$ cat config.mk
export PLATFORM = sky130hd
export DESIGN_NAME = logi_ram
export DESIGN_NICKNAME = d
export VERILOG_FILES = /design/src/hdl/logi_ram.sv
export SDC_FILE = /design/constraint.sdc
export NUM_CORES = 1
export LEC_CHECK = 0
export BUFFER_PORTS_ARGS = -buffer_cell sky130_fd_sc_hd__buf_4
export CAP_MARGIN = 5
export CORE_UTILIZATION = 55
export DETAILED_ROUTE_END_ITERATION = 8
export PLACE_DENSITY = 0.76
export SYNTH_ARGS = -nofsm -noshare
export SYNTH_HDL_FRONTEND = slang
export SYNTH_SLANG_ARGS = --single-unit
$ cat constraint.sdc
create_clock -name clock -period 3.49 [get_ports clock]
set_clock_uncertainty 0.1 [all_clocks]
set_input_delay 0.349 -clock clock [delete_from_list [all_inputs] [get_ports clock]]
set_output_delay 0.349 -clock clock [all_outputs]
set_load 0.01 [all_outputs]
$ cat src/hdl/logi_ram.sv
// ----------------------------------------------------------------------------
// logi_ram
// Generic simple dual-port RAM: one write port, one read port, read data
// registered, valid the cycle after the read address is presented.
// ----------------------------------------------------------------------------
module logi_ram #(
   parameter int WIDTH = 8,
   parameter int DEPTH = 16
) (
   input  logic                     clock,
   input  logic                     wr_en,
   input  logic [$clog2(DEPTH)-1:0] wr_addr,
   input  logic [WIDTH-1:0]         wr_data,
   input  logic [$clog2(DEPTH)-1:0] rd_addr,
   output logic [WIDTH-1:0]         rd_data
);

   logic [WIDTH-1:0] mem [DEPTH];
   logic [WIDTH-1:0] rd_data_ff;

   always_ff @(posedge clock) begin
      if (wr_en) begin
         mem[wr_addr] <= wr_data;
      end
      rd_data_ff <= mem[rd_addr];
   end

   assign rd_data = rd_data_ff;

endmodule

# Word level (Yosys, flattened, before mapping)
# Memories as Yosys holds them, arrays and structs flattened. A register that Yosys moved wholly into a read port is not among the register bits.
# Index checks and enable logic that the tools add are counted.
# op_classes
muxes	2
# op_table
operator	count
1-bit two-way mux	2
# word_totals
register_bits	0
mem_bits_rw	128
in_bits	18
output_inout_bits	8
word_cells	3
mem_count	1
# memory_table
name	depth	width	read_ports	rd_clocked_by_memory_dff	write_ports	line	rtl
mem	16	8	1	1	1	18	logic [WIDTH-1:0] mem [DEPTH];

# Logic depth before layout (Yosys ltp)
# logic_depth
depth_word	2
depth_mapped	5
ltp_nobuf	3

# Worst setup path before layout
# Ideal clock, no wire load.
# synth_path
path_kind	in2reg
from	in wr_addr[2]
to	mem mem[0][0], enable pin
setup_ns	0.383
arrival_time_ns	1.459
required_time_ns	3.007
setup_slack_ns	1.548
cell_stages	2
path_buffers	0
cell_sequence	or3b_2 nor3_1
# synth_rtl
item	line	rtl
from (decl)	12	input logic [$clog2(DEPTH)-1:0] wr_addr,
to (decl)	18	
# Straight into the memory's write port.

# Worst setup path in the final report
# layout_path
from	in wr_addr[2]
to	mem mem[1][5], enable pin
# Straight into the memory's write port.

==> impl_metrics.tcl <==
set metrics [dict create \
    maxCapViolCount 0 \
    worstMarginPinSlew_ns 0.935 \
    grt_max_degree 33 \
    hold_class "in2reg" \
    dp_cells 355 \
    drtAntennaViolNets 0 \
    core-area_sq_um 8890 \
    port-buffer-count 25 \
    slew_headroom 0.374 \
    met2_usage 0.339 \
    synth-seq-cells 136 \
    endpoint "mem[1][5]$_DFFE_PP_" \
    setup_viol 0 \
    peakVddDrop_uv 655 \
    r2r_start "mem[9][2]$_DFFE_PP_" \
    syn_inst 229 \
    hpwlAfterDp_mm 6.01 \
    async_reset_ff_frac 0 \
    rsz0062_at_grt "false" \
    rrSetupSlack_ns 2.01 \
    use_met1 0.306 \
    yosysTopAreaCell "edfxtp_1" \
    post_cts_buffers 0 \
    dpl-instance-area_sq_um 5410 \
    yosys_warnings 0 \
    htreeDepth 4 \
    start_kind "input pin" \
    status "finished, final reports clean" \
    ios 26 \
    reg2reg_depth 3 \
    fin_setup_tns_ns 0 \
    cts.sinks 136 \
    end_kind "flip-flop" \
    syn_area_sq_um 5150 \
    remaining_drc_errors 0 \
    worstPathRequired_ns 3.51 \
    power.density_nw_per_um2 608 \
    synth_commonest_cells "128 x edfxtp_1, 18 x mux4_2, 16 x a22oi_1" \
    final.min_clock_period_ns 1.64 \
    start_util 0.579 \
    clkTransAtPathRegs_ns 0.06 \
    postLayoutCellArea_sq_um 5960 \
    globalplace.congestion 0.715 \
    track_usage 0.220 \
    fin_ws_ns 1.85 \
    wl_mm 9.54 \
    globalRouteOverflowTotal 0 \
    hold_viol_final 0 \
    arrival_ns 1.67 \
    layout.cells.non_filler 388 \
    critPathKind "in2reg" \
    root_buffer "clkbuf_8" \
    synth_edf_count 128 \
    ys_types 19 \
    die_w_microns 98.7 \
    synthTopCellsByArea "edfxtp_1 75%, mux4_2 7.9%, mux4_1 7.1%, dfxtp_1 3.1%, a22oi_1 2.3%" \
    timing.fmax_mhz 609 \
    use_met3 0.0617 \
    finalHoldWorstSlack_ns 0.0539 \
    cts_buffer_depth 2 \
    dieHeight_microns 98.7 \
    cp_max_fo 8 \
    post-route-util 0.670 \
    drtIter0Drc 301 \
    die_area_sq_um 9750 \
    grt_pass1_wl_mm 14.8 \
    cts_hold_buf 0 \
    area_growth_pct 15.8 \
    post_cts_resized 0 \
    num-nets-final 285 \
    vias 2417 \
    pre_cts_slack_ns 1.23 \
    diodes 0 \
    drive_gt1_frac 0.279 \
    yosys.area.top_type_share 0.747 \
    insertion_delay_ns 0.51 \
    rows 34 \
    firstDrtPassIters 5 \
    syn_nets 247 \
    antenna_found_initial 0 \
    synth_flop_cell "edfxtp_1" \
    critPathLaunch "wr_addr[2]" \
    cts_buffers 17 \
    synth_most_common_cell "edfxtp_1" \
    final_max_slew_viol_count 0 \
    synth_seq_area_share 0.778 \
    gr-max-usage-layer "met2" \
    wl_per_cell_microns 24.6 \
    power.total_mw 3.62 \
    timing.final.crit_share 0.471 \
    grt_pass1_vias 2509 \
    rr_endpoint "rd_data[2]$_DFF_P_" \
    cts_tree "done" \
    p_leak_nw 1.99 \
    avgSynthCellArea_sq_um 22.5 \
    vias_per_cell 6.23 \
]
worst min-delay path by stage:
stage / startpoint / to / slack (ns) / depth (start not counted)
floorplan: wr_data[0] / mem[0][0]$_DFFE_PP_ / 0.35 / 0
global placement: wr_data[5] / mem[7][5]$_DFFE_PP_ / 0.56 / 1
detailed placement: mem[4][0]$_DFFE_PP_ / rd_data[0]$_DFF_P_ / 0.56 / 3
CTS: wr_data[0] / mem[8][0]$_DFFE_PP_ / 0.04 / 1
global route: wr_data[0] / mem[11][0]$_DFFE_PP_ / 0.04 / 1
finish: wr_data[0] / mem[8][0]$_DFFE_PP_ / 0.05 / 1
registers in the layout, summed over array words and instances (netlist names):
signal	count
rd_data	8
mem	128
routing by layer:
layer	vias to the layer above	share of wire
met1	1243	0.41
met4	0	0.013
li1	1052	-
met5	-	0
met2	109	0.49
met3	13	0.087
power breakdown:
group	leakage (nW)	total (mW)	switching, mW	internal [mW]
sequential	1.22	1.84	0.0139	1.83
combinational	0.512	0.172	0.0954	0.0768
clock	0.259	1.61	0.659	0.950
worst max-delay path, stage by stage:
cell    delay [ns]
buf_4         0.12
or3b_2        0.53
nor2_1        0.67
layout by cell type (no fill, tap or decap):
cell type	Yosys	routed
nor2b_1	1	1
mux4_1	14	14
clkinv_4	0	5
mux4_2	18	18
nor2_1	13	13
nand2_1	9	9
clkinvlp_4	0	3
or3b_2	1	1
nor3_1	4	4
a22oi_1	16	16
and2_1	1	1
clkbuf_16	0	16
nand3b_1	2	2
clkinv_2	0	2
nand3_1	1	1
nand2b_1	2	2
bufinv_16	0	1
buf_4	1	29
edfxtp_1	128	128
dfxtp_1	8	8
and2b_1	1	1
clkbuf_1	0	2
clkbuf_8	0	1
inv_6	0	2
area by class of cell:
cell class | count | area, sq um
Clock inverter | 13 | 124
Fill cell | 557 | 2930
Multi-Input combinational cell | 83 | 1060
Clock buffer | 19 | 422
Tap cell | 108 | 135
Sequential cell | 136 | 4000
Timing Repair Buffer | 29 | 218
cell families (layout without fill, tap and decap cells):
logic type	after synthesis	count (layout)	share of synthesized area
DFF	136	136	0.778
muxes	32	32	0.150
AOI/OAI and AO/OA	16	16	0.0233
and+or+nand+nor	35	35	0.0318
buffers and inverters	10	61	0.0168
Note: power is estimated with default switching activity, not from simulation.
